`src/sv/balance_cascade_pd_pi_controller_top_assert.svh`:
```
// Assertion macros used by the balance controller sequencer.
`ifndef BALANCE_CASCADE_PD_PI_CONTROLLER_TOP_ASSERT_SVH
`define BALANCE_CASCADE_PD_PI_CONTROLLER_TOP_ASSERT_SVH

// Consequent must hold in the same cycle as the antecedent.
`define BCPP_ASSERT_SAME(label, ante, cons, msg) \
    label: assert property (@(posedge aclk) disable iff (!aresetn) (ante) |-> (cons)) \
        else $error(msg);

// Consequent must hold in the cycle after the antecedent.
`define BCPP_ASSERT_NEXT(label, ante, cons, msg) \
    label: assert property (@(posedge aclk) disable iff (!aresetn) (ante) |=> (cons)) \
        else $error(msg);

`endif

```
`src/sv/bcpp_pkg.sv`:
```
// Types, constants and codes for the balance controller.
package bcpp_pkg;

    localparam int DRIVE_WIDTH = 16;

    localparam int CFG_IDX_W  = 3;
    localparam int CFG_DATA_W = 24;

    localparam int SAMPLE_W = 16;
    localparam int GAIN_W   = 24;
    localparam int LIMIT_W  = 14;
    localparam int TILT_W   = 15;
    localparam int ERR_W    = 18;
    localparam int INTEG_W  = 15;
    localparam int NUM_W    = 22;
    localparam int MAG_W    = 21;
    localparam int PROD_W   = GAIN_W + ERR_W;
    localparam int ACC_W    = PROD_W + 1;
    localparam int DIFF_W   = ACC_W + 1;

    // x / 10 == (x * RECIP10) >> RECIP_SHIFT for every x below 2^22
    localparam int RECIP_W     = 20;
    localparam int RECIP_SHIFT = 23;
    localparam logic [RECIP_W-1:0] RECIP10 = 20'd838861;

    localparam logic signed [SAMPLE_W-1:0] RST_BALANCE_ANGLE = 16'sd0;
    localparam logic signed [GAIN_W-1:0]   RST_TILT_GAIN     = 24'sd80640;
    localparam logic signed [GAIN_W-1:0]   RST_RATE_GAIN     = -24'sd1280;
    localparam logic signed [GAIN_W-1:0]   RST_SPEED_GAIN    = -24'sd19200;
    localparam logic signed [GAIN_W-1:0]   RST_SPEED_I_GAIN  = -24'sd90;
    localparam logic [TILT_W-1:0]          RST_TILT_CUTOFF   = 15'd7680;
    localparam logic [LIMIT_W-1:0]         RST_INTEG_LIMIT   = 14'd10000;
    localparam logic [TILT_W-1:0]          RST_INTEG_RST_TILT = 15'd10240;

    typedef enum logic [CFG_IDX_W-1:0] {
        REG_BALANCE_ANGLE,
        REG_TILT_GAIN,
        REG_RATE_GAIN,
        REG_SPEED_GAIN,
        REG_SPEED_I_GAIN,
        REG_TILT_CUTOFF,
        REG_INTEG_LIMIT,
        REG_INTEG_RST_TILT
    } bcpp_reg_t;

    typedef struct packed {
        logic signed [SAMPLE_W-1:0] balance_angle;
        logic signed [GAIN_W-1:0]   tilt_gain;
        logic signed [GAIN_W-1:0]   rate_gain;
        logic signed [GAIN_W-1:0]   speed_gain;
        logic signed [GAIN_W-1:0]   speed_integral_gain;
        logic [TILT_W-1:0]          tilt_cutoff;
        logic [LIMIT_W-1:0]         integral_limit;
        logic [TILT_W-1:0]          integral_reset_tilt;
    } bcpp_cfg_t;

    typedef enum logic [3:0] {
        ST_IDLE,
        ST_NUM,
        ST_DIV,
        ST_INTEG,
        ST_MUL_SPD,
        ST_MUL_INT,
        ST_MUL_TILT,
        ST_MUL_RATE,
        ST_PD,
        ST_DONE
    } bcpp_state_t;

    typedef enum logic [1:0] {
        MUL_SPEED,
        MUL_INTEG,
        MUL_TILT,
        MUL_RATE
    } bcpp_mul_t;

    typedef struct packed {
        logic      load;
        logic      num_en;
        logic      div_en;
        logic      integ_en;
        logic      mul_en;
        bcpp_mul_t mul_sel;
        logic      acc_en;
        logic      pi_en;
        logic      pd_en;
        logic      commit;
    } bcpp_cmd_t;

endpackage

```
`src/sv/balance_cascade_pd_pi_controller_top.sv`:
```
// Ticks are taken one at a time: a new tick is accepted only once the last result is
// committed. The sequencer steps filter, divide, integrate and four passes of the one
// gain multiplier, then holds in its done step until the output register is free.
// A result waits in the output register while the next tick is accepted.
// Reset (synchronous, active low) restores register defaults and clears filter and integral.
module balance_cascade_pd_pi_controller_top
    import bcpp_pkg::*;
(
    input  logic                       aclk,
    input  logic                       aresetn,
    input  logic                       cfg_valid,
    output logic                       cfg_ready,
    input  logic [CFG_IDX_W-1:0]       cfg_index,
    input  logic [CFG_DATA_W-1:0]      cfg_data,
    input  logic                       s_valid,
    output logic                       s_ready,
    input  logic signed [SAMPLE_W-1:0] s_tilt_angle,
    input  logic signed [SAMPLE_W-1:0] s_gyro_rate,
    input  logic signed [SAMPLE_W-1:0] s_left_count,
    input  logic signed [SAMPLE_W-1:0] s_right_count,
    input  logic signed [SAMPLE_W-1:0] s_speed_ref,
    output logic                       m_valid,
    input  logic                       m_ready,
    output logic [DRIVE_WIDTH-1:0]     m_left_drive,
    output logic [DRIVE_WIDTH-1:0]     m_right_drive,
    output logic                       m_fallen
);

    bcpp_cfg_t              cfg;
    bcpp_cmd_t              cmd;
    logic [DRIVE_WIDTH-1:0] drive;

    bcpp_regs u_regs (
        .aclk      (aclk),
        .aresetn   (aresetn),
        .cfg_valid (cfg_valid),
        .cfg_ready (cfg_ready),
        .cfg_index (cfg_index),
        .cfg_data  (cfg_data),
        .cfg       (cfg)
    );

    bcpp_ctrl u_ctrl (
        .aclk    (aclk),
        .aresetn (aresetn),
        .s_valid (s_valid),
        .s_ready (s_ready),
        .m_valid (m_valid),
        .m_ready (m_ready),
        .cmd     (cmd)
    );

    bcpp_dp u_dp (
        .aclk        (aclk),
        .aresetn     (aresetn),
        .cmd         (cmd),
        .cfg         (cfg),
        .tilt_angle  (s_tilt_angle),
        .gyro_rate   (s_gyro_rate),
        .left_count  (s_left_count),
        .right_count (s_right_count),
        .speed_ref   (s_speed_ref),
        .drive       (drive),
        .fallen      (m_fallen)
    );

    // No steering term: both motors get the same drive
    assign m_left_drive  = drive;
    assign m_right_drive = drive;

endmodule

```
`src/sv/bcpp_regs.sv`:
```
// Configuration register file of the balance controller.
module bcpp_regs
    import bcpp_pkg::*;
(
    input  logic                  aclk,
    input  logic                  aresetn,
    input  logic                  cfg_valid,
    output logic                  cfg_ready,
    input  logic [CFG_IDX_W-1:0]  cfg_index,
    input  logic [CFG_DATA_W-1:0] cfg_data,
    output bcpp_cfg_t             cfg
);

    bcpp_cfg_t cfg_reg;
    bcpp_cfg_t cfg_next;

    assign cfg_ready = 1'b1;
    assign cfg          = cfg_reg;

    // Truncate write data to the width of the addressed register
    always_comb begin
        cfg_next = cfg_reg;
        if (cfg_valid) begin
            case (bcpp_reg_t'(cfg_index))
                REG_BALANCE_ANGLE:  cfg_next.balance_angle       = cfg_data[SAMPLE_W-1:0];
                REG_TILT_GAIN:      cfg_next.tilt_gain           = cfg_data[GAIN_W-1:0];
                REG_RATE_GAIN:      cfg_next.rate_gain           = cfg_data[GAIN_W-1:0];
                REG_SPEED_GAIN:     cfg_next.speed_gain          = cfg_data[GAIN_W-1:0];
                REG_SPEED_I_GAIN:   cfg_next.speed_integral_gain = cfg_data[GAIN_W-1:0];
                REG_TILT_CUTOFF:    cfg_next.tilt_cutoff         = cfg_data[TILT_W-1:0];
                REG_INTEG_LIMIT:    cfg_next.integral_limit      = cfg_data[LIMIT_W-1:0];
                REG_INTEG_RST_TILT: cfg_next.integral_reset_tilt = cfg_data[TILT_W-1:0];
                default:            cfg_next = cfg_reg;
            endcase
        end
    end

    always_ff @(posedge aclk) begin
        if (!aresetn) begin
            cfg_reg.balance_angle       <= RST_BALANCE_ANGLE;
            cfg_reg.tilt_gain           <= RST_TILT_GAIN;
            cfg_reg.rate_gain           <= RST_RATE_GAIN;
            cfg_reg.speed_gain          <= RST_SPEED_GAIN;
            cfg_reg.speed_integral_gain <= RST_SPEED_I_GAIN;
            cfg_reg.tilt_cutoff         <= RST_TILT_CUTOFF;
            cfg_reg.integral_limit      <= RST_INTEG_LIMIT;
            cfg_reg.integral_reset_tilt <= RST_INTEG_RST_TILT;
        end else begin
            cfg_reg <= cfg_next;
        end
    end

endmodule

```
`src/sv/bcpp_ctrl.sv`:
```
// Sequencer of the balance controller: steps the datapath once per tick.
module bcpp_ctrl
    import bcpp_pkg::*;
(
    input  logic      aclk,
    input  logic      aresetn,
    input  logic      s_valid,
    output logic      s_ready,
    output logic      m_valid,
    input  logic      m_ready,
    output bcpp_cmd_t cmd
);

`include "balance_cascade_pd_pi_controller_top_assert.svh"

    bcpp_state_t state_reg;
    bcpp_state_t state_next;
    logic        m_valid_reg;
    logic        m_valid_next;
    logic        out_free;

    assign out_free = !m_valid_reg || m_ready;
    assign m_valid  = m_valid_reg;
    assign s_ready  = (state_reg == ST_IDLE);

    // Next state and datapath commands
    always_comb begin
        state_next  = state_reg;
        cmd         = '0;
        cmd.mul_sel = MUL_SPEED;
        case (state_reg)
            ST_IDLE: begin
                if (s_valid) begin
                    cmd.load   = 1'b1;
                    state_next = ST_NUM;
                end
            end
            ST_NUM: begin
                cmd.num_en = 1'b1;
                state_next = ST_DIV;
            end
            ST_DIV: begin
                cmd.div_en = 1'b1;
                state_next = ST_INTEG;
            end
            ST_INTEG: begin
                cmd.integ_en = 1'b1;
                state_next   = ST_MUL_SPD;
            end
            ST_MUL_SPD: begin
                cmd.mul_en  = 1'b1;
                cmd.mul_sel = MUL_SPEED;
                state_next  = ST_MUL_INT;
            end
            ST_MUL_INT: begin
                cmd.acc_en  = 1'b1;
                cmd.mul_en  = 1'b1;
                cmd.mul_sel = MUL_INTEG;
                state_next  = ST_MUL_TILT;
            end
            ST_MUL_TILT: begin
                cmd.pi_en   = 1'b1;
                cmd.mul_en  = 1'b1;
                cmd.mul_sel = MUL_TILT;
                state_next  = ST_MUL_RATE;
            end
            ST_MUL_RATE: begin
                cmd.acc_en  = 1'b1;
                cmd.mul_en  = 1'b1;
                cmd.mul_sel = MUL_RATE;
                state_next  = ST_PD;
            end
            ST_PD: begin
                cmd.pd_en  = 1'b1;
                state_next = ST_DONE;
            end
            ST_DONE: begin
                // Hold until the output register is free
                if (out_free) begin
                    cmd.commit = 1'b1;
                    state_next = ST_IDLE;
                end
            end
            default: state_next = ST_IDLE;
        endcase
    end

    // Output valid: set on commit, drop on transfer
    always_comb begin
        m_valid_next = m_valid_reg;
        if (cmd.commit) begin
            m_valid_next = 1'b1;
        end else if (m_ready) begin
            m_valid_next = 1'b0;
        end
    end

    always_ff @(posedge aclk) begin
        if (!aresetn) begin
            state_reg   <= ST_IDLE;
            m_valid_reg <= 1'b0;
        end else begin
            state_reg   <= state_next;
            m_valid_reg <= m_valid_next;
        end
    end

    `BCPP_ASSERT_NEXT(a_accept_starts, s_valid && s_ready, state_reg == ST_NUM,
        "accepted tick did not start the sequence")
    `BCPP_ASSERT_SAME(a_valid_from_done, $rose(m_valid_reg), $past(state_reg == ST_DONE),
        "result valid raised outside the done step")
    `BCPP_ASSERT_SAME(a_commit_free, cmd.commit, !m_valid_reg || m_ready,
        "result committed over an untaken result")
    `BCPP_ASSERT_NEXT(a_done_holds, state_reg == ST_DONE && m_valid_reg && !m_ready,
        state_reg == ST_DONE, "done step left while output blocked")

endmodule

```
`src/sv/bcpp_dp.sv`:
```
// Datapath of the balance controller: filter, integral, shared multiplier, drive.
module bcpp_dp
    import bcpp_pkg::*;
(
    input  logic                       aclk,
    input  logic                       aresetn,
    input  bcpp_cmd_t                  cmd,
    input  bcpp_cfg_t                  cfg,
    input  logic signed [SAMPLE_W-1:0] tilt_angle,
    input  logic signed [SAMPLE_W-1:0] gyro_rate,
    input  logic signed [SAMPLE_W-1:0] left_count,
    input  logic signed [SAMPLE_W-1:0] right_count,
    input  logic signed [SAMPLE_W-1:0] speed_ref,
    output logic [DRIVE_WIDTH-1:0]     drive,
    output logic                       fallen
);

    localparam int PI_SHIFT = 8;
    localparam int PD_SHIFT = 16;
    localparam logic signed [DIFF_W-1:0] DRIVE_MAX =
        DIFF_W'((64'sd1 <<< (DRIVE_WIDTH - 1)) - 64'sd1);
    localparam logic signed [DIFF_W-1:0] DRIVE_MIN = -DRIVE_MAX - DIFF_W'(1);
    localparam logic signed [ACC_W-1:0] PI_BIAS =
        ACC_W'((64'sd1 <<< PI_SHIFT) - 64'sd1);
    localparam logic signed [ACC_W-1:0] PD_BIAS =
        ACC_W'((64'sd1 <<< PD_SHIFT) - 64'sd1);
    localparam logic signed [ACC_W-1:0] NO_BIAS = ACC_W'(0);

    // Latched tick inputs
    logic signed [SAMPLE_W-1:0] tilt_reg, gyro_reg, enc_l_reg, enc_r_reg, target_reg;

    // Loop state
    logic signed [ERR_W-1:0]   filt_state_reg;
    logic signed [INTEG_W-1:0] integ_state_reg;

    // Working registers
    logic                      num_neg_reg;
    logic [MAG_W-1:0]          num_mag_reg;
    logic signed [ERR_W-1:0]   filt_reg;
    logic signed [INTEG_W-1:0] integ_reg;
    logic signed [PROD_W-1:0]  prod_reg;
    logic signed [ACC_W-1:0]   acc_reg;
    logic signed [ACC_W-1:0]   pi_reg;
    logic signed [ACC_W-1:0]   pd_reg;
    logic [DRIVE_WIDTH-1:0]    drive_reg;
    logic                      fallen_reg;

    logic signed [ERR_W-1:0]   err;
    logic signed [NUM_W-1:0]   num;
    logic signed [NUM_W-1:0]   num_abs;
    logic [MAG_W+RECIP_W-1:0]  q_prod;
    logic [ERR_W-1:0]          q;
    logic signed [ERR_W-1:0]   filt_next;
    logic signed [ERR_W:0]     isum;
    logic signed [ERR_W:0]     ilim;
    logic signed [INTEG_W-1:0] integ_next;
    logic signed [GAIN_W-1:0]  mul_a;
    logic signed [ERR_W-1:0]   mul_b;
    logic signed [SAMPLE_W:0]  dtilt;
    logic signed [PROD_W-1:0]  prod_next;
    logic signed [ACC_W-1:0]   sum;
    logic signed [ACC_W-1:0]   pi_next;
    logic signed [ACC_W-1:0]   pd_next;
    logic signed [DIFF_W-1:0]  diff;
    logic signed [DIFF_W-1:0]  sat;
    logic signed [SAMPLE_W:0]  tilt_ext;
    logic [SAMPLE_W:0]         tilt_mag;
    logic                      fallen_next;
    logic                      clear_next;
    logic [DRIVE_WIDTH-1:0]    drive_next;

    // Speed error and filter numerator 3*err + 7*last
    always_comb begin
        err = ERR_W'(enc_r_reg) - ERR_W'(enc_l_reg) - ERR_W'(target_reg);
        num = NUM_W'(err) * 22'sd3 + NUM_W'(filt_state_reg) * 22'sd7;
        num_abs = num[NUM_W-1] ? -num : num;
    end

    // Divide magnitude by ten through the reciprocal, then restore the sign
    always_comb begin
        q_prod    = num_mag_reg * RECIP10;
        q         = q_prod[RECIP_SHIFT +: ERR_W];
        filt_next = num_neg_reg ? -$signed(q) : $signed(q);
    end

    // Integrate and clamp to the symmetric limit
    always_comb begin
        isum = (ERR_W+1)'(integ_state_reg) + (ERR_W+1)'(filt_reg);
        ilim = $signed((ERR_W+1)'(cfg.integral_limit));
        if (isum < -ilim) begin
            integ_next = INTEG_W'(-ilim);
        end else if (isum > ilim) begin
            integ_next = INTEG_W'(ilim);
        end else begin
            integ_next = INTEG_W'(isum);
        end
    end

    // Shared gain multiplier operands
    always_comb begin
        dtilt = (SAMPLE_W+1)'(tilt_reg) - (SAMPLE_W+1)'(cfg.balance_angle);
        case (cmd.mul_sel)
            MUL_SPEED: begin
                mul_a = cfg.speed_gain;
                mul_b = filt_reg;
            end
            MUL_INTEG: begin
                mul_a = cfg.speed_integral_gain;
                mul_b = ERR_W'(integ_reg);
            end
            MUL_TILT: begin
                mul_a = cfg.tilt_gain;
                mul_b = ERR_W'(dtilt);
            end
            MUL_RATE: begin
                mul_a = cfg.rate_gain;
                mul_b = ERR_W'(gyro_reg);
            end
            default: begin
                mul_a = cfg.speed_gain;
                mul_b = filt_reg;
            end
        endcase
        prod_next = PROD_W'(mul_a) * PROD_W'(mul_b);
    end

    // Sum the two products and shift with truncation toward zero
    always_comb begin
        sum     = acc_reg + ACC_W'(prod_reg);
        pi_next = (sum + (sum[ACC_W-1] ? PI_BIAS : NO_BIAS)) >>> PI_SHIFT;
        pd_next = (sum + (sum[ACC_W-1] ? PD_BIAS : NO_BIAS)) >>> PD_SHIFT;
    end

    // Saturate the drive and apply the tilt cutoff
    always_comb begin
        diff = DIFF_W'(pd_reg) - DIFF_W'(pi_reg);
        if (diff > DRIVE_MAX) begin
            sat = DRIVE_MAX;
        end else if (diff < DRIVE_MIN) begin
            sat = DRIVE_MIN;
        end else begin
            sat = diff;
        end
        tilt_ext    = (SAMPLE_W+1)'(tilt_reg);
        tilt_mag    = tilt_ext[SAMPLE_W] ? (SAMPLE_W+1)'(-tilt_ext) : (SAMPLE_W+1)'(tilt_ext);
        fallen_next = tilt_mag > (SAMPLE_W+1)'(cfg.tilt_cutoff);
        clear_next  = tilt_mag > (SAMPLE_W+1)'(cfg.integral_reset_tilt);
        drive_next  = fallen_next ? '0 : sat[DRIVE_WIDTH-1:0];
    end

    // Working and payload registers
    always_ff @(posedge aclk) begin
        if (cmd.load) begin
            tilt_reg   <= tilt_angle;
            gyro_reg   <= gyro_rate;
            enc_l_reg  <= left_count;
            enc_r_reg  <= right_count;
            target_reg <= speed_ref;
        end
        if (cmd.num_en) begin
            num_neg_reg <= num[NUM_W-1];
            num_mag_reg <= num_abs[MAG_W-1:0];
        end
        if (cmd.div_en) begin
            filt_reg <= filt_next;
        end
        if (cmd.integ_en) begin
            integ_reg <= integ_next;
        end
        if (cmd.mul_en) begin
            prod_reg <= prod_next;
        end
        if (cmd.acc_en) begin
            acc_reg <= ACC_W'(prod_reg);
        end
        if (cmd.pi_en) begin
            pi_reg <= pi_next;
        end
        if (cmd.pd_en) begin
            pd_reg <= pd_next;
        end
        if (cmd.commit) begin
            drive_reg  <= drive_next;
            fallen_reg <= fallen_next;
        end
    end

    // Loop state: filter memory and integral, the integral cleared past the reset tilt
    always_ff @(posedge aclk) begin
        if (!aresetn) begin
            filt_state_reg  <= '0;
            integ_state_reg <= '0;
        end else if (cmd.commit) begin
            filt_state_reg  <= filt_reg;
            integ_state_reg <= clear_next ? '0 : integ_reg;
        end
    end

    assign drive  = drive_reg;
    assign fallen = fallen_reg;

endmodule
```
`config.mk`:
```
export PLATFORM = sky130hd
export DESIGN_NAME = balance_cascade_pd_pi_controller_top
export DESIGN_NICKNAME = d
export VERILOG_FILES = /design/src/sv/bcpp_pkg.sv /design/src/sv/balance_cascade_pd_pi_controller_top.sv /design/src/sv/bcpp_regs.sv /design/src/sv/bcpp_ctrl.sv /design/src/sv/bcpp_dp.sv
export VERILOG_INCLUDE_DIRS = /design/src /design/src/sv
export SDC_FILE = /design/constraint.sdc
export NUM_CORES = 2
export LEC_CHECK = 0
export ABC_AREA = 0
export BUFFER_PORTS_ARGS = -buffer_cell sky130_fd_sc_hd__buf_2
export CORE_ASPECT_RATIO = 1.2
export CORE_MARGIN = 5
export CORE_UTILIZATION = 37
export CTS_CLUSTER_DIAMETER = 30
export DETAILED_ROUTE_END_ITERATION = 6
export GPL_TIMING_DRIVEN = 0
export MAX_ROUTING_LAYER = met4
export PLACE_DENSITY = 0.56
export RECOVER_POWER = 50
export SYNTH_ARGS = -nofsm -noshare
export SYNTH_HDL_FRONTEND = slang
export SYNTH_SLANG_ARGS = --single-unit
```
`constraint.sdc`:
```
create_clock -name aclk -period 11.3 [get_ports aclk]
set_input_delay 0.565 -clock aclk [delete_from_list [all_inputs] [get_ports aclk]]
set_output_delay 0.565 -clock aclk [all_outputs]
set_load 0.02 [all_outputs]
```
-- Word level (Yosys, flattened, before mapping)
Index checks and enable logic that the tools add are counted.
- logic and storage cells: 117
- output and inout port bits: 36
- input port bits: 112
- register bits after elaboration: 492
- order comparisons: 6
- reductions and logical operators: 17
- mux-type cells: 28
- $add $sub $neg: 13
- eq/ne operators: 21
- multiply operators: 4
- operator list (operator ; count):
    24-bit one-hot mux with 4 select lines ; 1
    18-bit one-hot mux with 4 select lines ; 1
    15-bit two-way mux ; 4
    42-bit by 42-bit adder with 43-bit output ; 1
    43-bit by 17-bit adder with 43-bit output ; 1
    43-bit by 9-bit adder with 43-bit output ; 1
    24-bit by 18-bit multiplier with 42-bit output ; 1
    21-bit by 20-bit multiplier with 41-bit output (second input constant) ; 1
    4-bit one-hot mux with 10 select lines ; 1
    36-bit by 16-bit greater-than comparator with 1-bit output (second input constant) ; 1
    36-bit by 16-bit < comparator with 1-bit output (second input constant) ; 1
    27-bit by 35-bit subtractor with 36-bit output ; 1
    17-bit by 15-bit greater-than comparator with 1-bit output ; 2
    16-bit by 16-bit subtractor with 17-bit output ; 2
    16-bit two-way mux ; 2
    21-bit by 22-bit adder with 22-bit output ; 1
    18-bit by 4-bit multiplier with 22-bit output (second input constant) ; 1
    18-bit by 3-bit multiplier with 21-bit output (second input constant) ; 1
    21-bit two-way mux ; 1
    21-bit negator ; 1
    15-bit by 18-bit adder with 19-bit output ; 1
    19-bit by 15-bit greater-than comparator with 1-bit output ; 1
    19-bit < comparator ; 1
    14-bit negator with 19-bit output ; 1
    28 further kinds ; 59

-- Logic depth before layout (Yosys ltp)
- word-level depth: 6
- depth in mapped cells: 41
- mapped depth without buffers: 40

-- Hierarchy
From an unflattened synthesis, not the netlist that was laid out.
- cells, all modules: 5681
- area total of the unflattened synthesis: 55766.0 µm²
- modules (own cells, without submodules) (module ; area an instance (µm²) ; cells each ; times used ; sequential area each (µm²)):
    bcpp_dp ; 49321.1 ; 5056 ; 1 ; 9609.2
    bcpp_regs ; 5984.5 ; 568 ; 1 ; 3123.0
    bcpp_ctrl ; 340.3 ; 41 ; 1 ; 100.1
    balance_cascade_pd_pi_controller_top ; 120.1 ; 16 ; 1 ; 0.0

-- Worst setup path after synthesis
Ideal clock, no wire load.
- path type: register -> register
- from: reg u_dp.tilt_reg[0]
- to: reg u_dp.prod_reg[41] (data pin)
- data required time: 11.040 ns
- buffers on the path: 1
- cell stages (with the launch flop): 39
- library setup time: 0.260 ns
- period minus slack after synthesis: 9.755 ns
- arrival time: 9.495 ns
- path slack: 1.545 ns
- cells stage by stage: edfxtp_1 -> inv_1 -> ha_1 -> inv_1 -> fa_1 -> a21o_1 -> a21oi_1 -> o21bai_1 -> a21oi_1 -> o21bai_1 -> a211o_1 -> a2111oi_0 -> nor2_1 -> a41oi_1 -> a21oi_1 -> or2_2 -> clkbuf_1 -> nor3_1 -> [3 not listed] -> fa_1 -> fa_1 -> inv_1 -> fa_1 -> inv_1 -> ha_1 -> a21o_1 -> a21o_1 -> a21o_1 -> a21o_1 -> a221oi_1 -> a211oi_1 -> o21ai_0 -> a21oi_1 -> or3_1 -> a31o_2 -> a21oi_1 -> xnor2_1
- cells in the longest elaborated chain, start to end: 3
- ends and longest elaborated chain (element ; RTL line ; RTL):
    start, declared ; bcpp_dp.sv:30 ; logic signed [SAMPLE_W-1:0] tilt_reg, gyro_reg, enc_l_reg, enc_r_reg, target_reg;
    start signal, assigned ; bcpp_dp.sv:154 ; tilt_reg <= tilt_angle;
    16-bit by 16-bit subtractor with 17-bit output ; bcpp_dp.sv:101 ; dtilt = (SAMPLE_W+1)'(tilt_reg) - (SAMPLE_W+1)'(cfg.balance_angle);
    18-bit one-hot mux with 4 select lines ; bcpp_dp.sv:102 ; case (cmd.mul_sel)
    24-bit by 18-bit multiplier with 42-bit output ; bcpp_dp.sv:124 ; prod_next = PROD_W'(mul_a) * PROD_W'(mul_b);
    via u_dp.prod_next[41] ; bcpp_dp.sv:60 ; logic signed [PROD_W-1:0] prod_next;
    end signal, assigned ; bcpp_dp.sv:171 ; prod_reg <= prod_next;
    end, declared ; bcpp_dp.sv:41 ; logic signed [PROD_W-1:0] prod_reg;
The timed path passes the listed nets, and every way through them passes these cells.
A chain may end at the register's enable or synchronous reset.

-- Final worst setup path
- from: reg u_dp.tilt_reg[0]
- to: reg u_dp.prod_reg[40] (data pin)
The elaborated chain is that of the path after synthesis.

==> run metrics <==
mux contribution to synthesized area 0.892%; Area Growth Syn to Fin 14.8%; f_max 0.0926 GHz; r2r startpoint u_dp.tilt_reg[0]$_DFFE_PP_; Hold Crit Class input pin to register; status finished with violations; Placement Setup Slack -1.03 ns; Synth Area in XOR/XNOR 4.63%; layout cells sized above 1 7.14%; Syn Area/Cell 9.28 µm²; CTS tree built; nets@finish 7575; Die Height 432 µm; worst r2r dst u_dp.prod_reg[40]$_DFFE_PN_; core footprint 147000 µm²; final setup vio count 0; worst-path fanout max 10; Root Driver clkbuf_16; failing checks max-capacitance violations, max-slew violations; Setup crit end u_dp.prod_reg[40]$_DFFE_PN_; Crit Path Class register to register; Post-Syn Nets 7243; Max-cap violations 2; CTS clk-pin slew, worst paths 0.05 ns; WP data arrival 11.26 ns; DR WL/cell 18.5 µm; largest family of logic cells by synthesized area adder cells; number of synthesized flops with an enable pin 298; latest clock arrival within the worst-skew pair 0.75 ns; RD Place Congestion 0.967; HPWL after DPL 127 mm; fillcell total 14400; RSZ-0062 raised after global routing no; # rows 154; post-route clock period utilization 95.6%; post-route ant nets 0; dominant cells by area after synthesis fa_1 24%, edfxtp_1 16%, ha_1 13%; most frequent CP cell fa_1; DRC viols 0; library cells used by synthesis 100; Die Wd 361 µm; Final Non-Filler Cells 8286; FFs w/ async S/R, synth 0%; mapped cell area 54800 µm²; Max Buffers Root-to-Sink 3; Initial Util 37.3%; sequential area share after synthesis 23.4%; worst reg2reg path depth 41; post-synth top area share 23.6%; Iter 0 DRT Violations 2352; first-pass detailed-route iteration total 5; Vias 41700; IO buf count 129; Vias per Instance 5.04; simple-gate portion of the synthesized area 14.4%; largest area contributor in the netlist fa_1; FF+latch count, synth 492; count leader, synth inv_1; Final Hold Fails 0; CP max-delay cell fa_1; CP peak stage delay 0.56 ns; cts bufs inserted 111; CP startpoint u_dp.tilt_reg[0]$_DFFE_PP_; Clock Sinks 492; Total GRT Usage 20.3%; die area 156000 µm²; internal reg-to-reg setup slack 0.50 ns; worst-margin pin slew 2.59 ns; number of synthesis warnings 0; Post-Place Cells 7994; pin count of the biggest net entering global routing 43; antenna violations before repair 4; Slew HR -72.8%; H-Tree Depth 3; Clock Skew 0.0743 ns; CP Launch Type register; worst path required time 11.76 ns; # IOs 148; post-synthesis compound-gate area fraction 11.8%; worst setup margin 0.501 ns; cells after synthesis 5906; global route total overflow 0; first-pass GRT wire length 244 mm; min Tclk post-route 10.80 ns; Largest register FFs 156; Post-synth top flop edfxtp_1; adder-cell share of the synthesized area 36.8%; synth cell count leaders 919 x inv_1, 820 x nand2_1, 647 x fa_1; max-slew violation count 83; nature of the critical path endpoint register; final WL 153 mm; vias in the first global route 43500
-- final cells by class --
cell class                      count  area [µm²]  area share [%]
Buffer                            220         931            1.48
Inverter                          921        3460            5.50
Clock inverter                     86        1170            1.86
Sequential cell                   492       12800            20.4
Timing Repair Buffer              219        1490            2.37
Clock buffer                      123        2860            4.55
Multi-Input combinational cell   4273       37700            60.0
Tap cell                         1950        2440            3.88
Antenna cell                        2        5.00         0.00795
-- cells by family after synthesis --
kind of cell,after synthesis
other cells,1
xor+xnor,290
buf+inv,1141
flops,492
fa+ha+maj,1225
mux,45
simple gates,1748
compound gates,964
-- stage by stage --
| stage | util (%) | hold WS, ns | TNS [ns] | cell area [µm²] |
|---|---|---|---|---|
| global placement | 39.4 | 0.444 | -4.00 | 57900 |
| CTS | 42.8 | 0.0908 | 0 | 63000 |
| floorplan | - | 0.431 | 0 | 54800 |
| finish | 42.8 | 0.139 | 0 | 62900 |
| global route | 42.8 | 0.133 | 0 | 62900 |
| detailed placement | 39.5 | 0.444 | -4.51 | 58100 |
-- how the worst min path moves through the flow --
stage	start	end	slack (ns)	depth (start not counted)
2_1_floorplan	u_dp.prod_reg[0]$_DFFE_PN_	u_dp.acc_reg[0]$_DFFE_PP_	0.43	0
3_3_place_gp	u_dp.prod_reg[23]$_DFFE_PN_	u_dp.acc_reg[23]$_DFFE_PP_	0.44	0
3_5_place_dp	u_dp.prod_reg[25]$_DFFE_PN_	u_dp.acc_reg[25]$_DFFE_PP_	0.44	0
4_1_cts	cfg_data[21]	u_regs.cfg[113]$_SDFFE_PN1P_	0.09	3
5_1_grt	cfg_data[20]	u_regs.cfg[88]$_SDFFE_PN1P_	0.13	3
6_report	cfg_data[22]	u_regs.cfg[90]$_SDFFE_PN1P_	0.14	3
-- repair_timing --
item                                   4_1_cts  5_1_grt
endpoints found under the hold margin       80        0
buffers inserted                             0        1
pin swaps                                    1        2
hold buffers                                80        0
setup endpoints to repair                   11        5
resized for setup                           17       18
-- metal layers --
metal	vias to the layer above	share of wire [%]	routed length, µm	track usage [%]
li1	20200	-	-	-
met2	985	48	73400	33.9
met1	20200	43	66200	25.2
met3	301	4.7	7130	2.70
met4	0	4.3	6590	7.97
met5	-	0	0	-
-- critical path: cells and delay by family, from the launching register on --
family | cells | cell delay, ns
AOI/OAI and AO/OA | 21 | 4.29
xor gates and xnor gates | 2 | 0.49
adders and majority gates | 9 | 4.13
buffers and inverters | 8 | 0.94
DFF | 1 | 0.41
and+or+nand+nor | 1 | 0.23
-- layout by cell type, fill, tap and decap left out, drive strengths merged, types with 53 or more instances in the layout --
master         n
fa           647
clkbuf       351
and2          53
dlygate4sd3   80
nor3         129
inv          925
nand2        820
a21o         111
o21ai        160
nor2         342
a21oi        231
nand3        122
dfxtp        194
nand2b        56
ha           578
xor2          80
buf          131
xnor2        210
edfxtp       298
a21boi       118
Power is left out: the tool's default activity adds up to more than one toggle a clock period on the data nets, which glitch-free logic cannot reach.
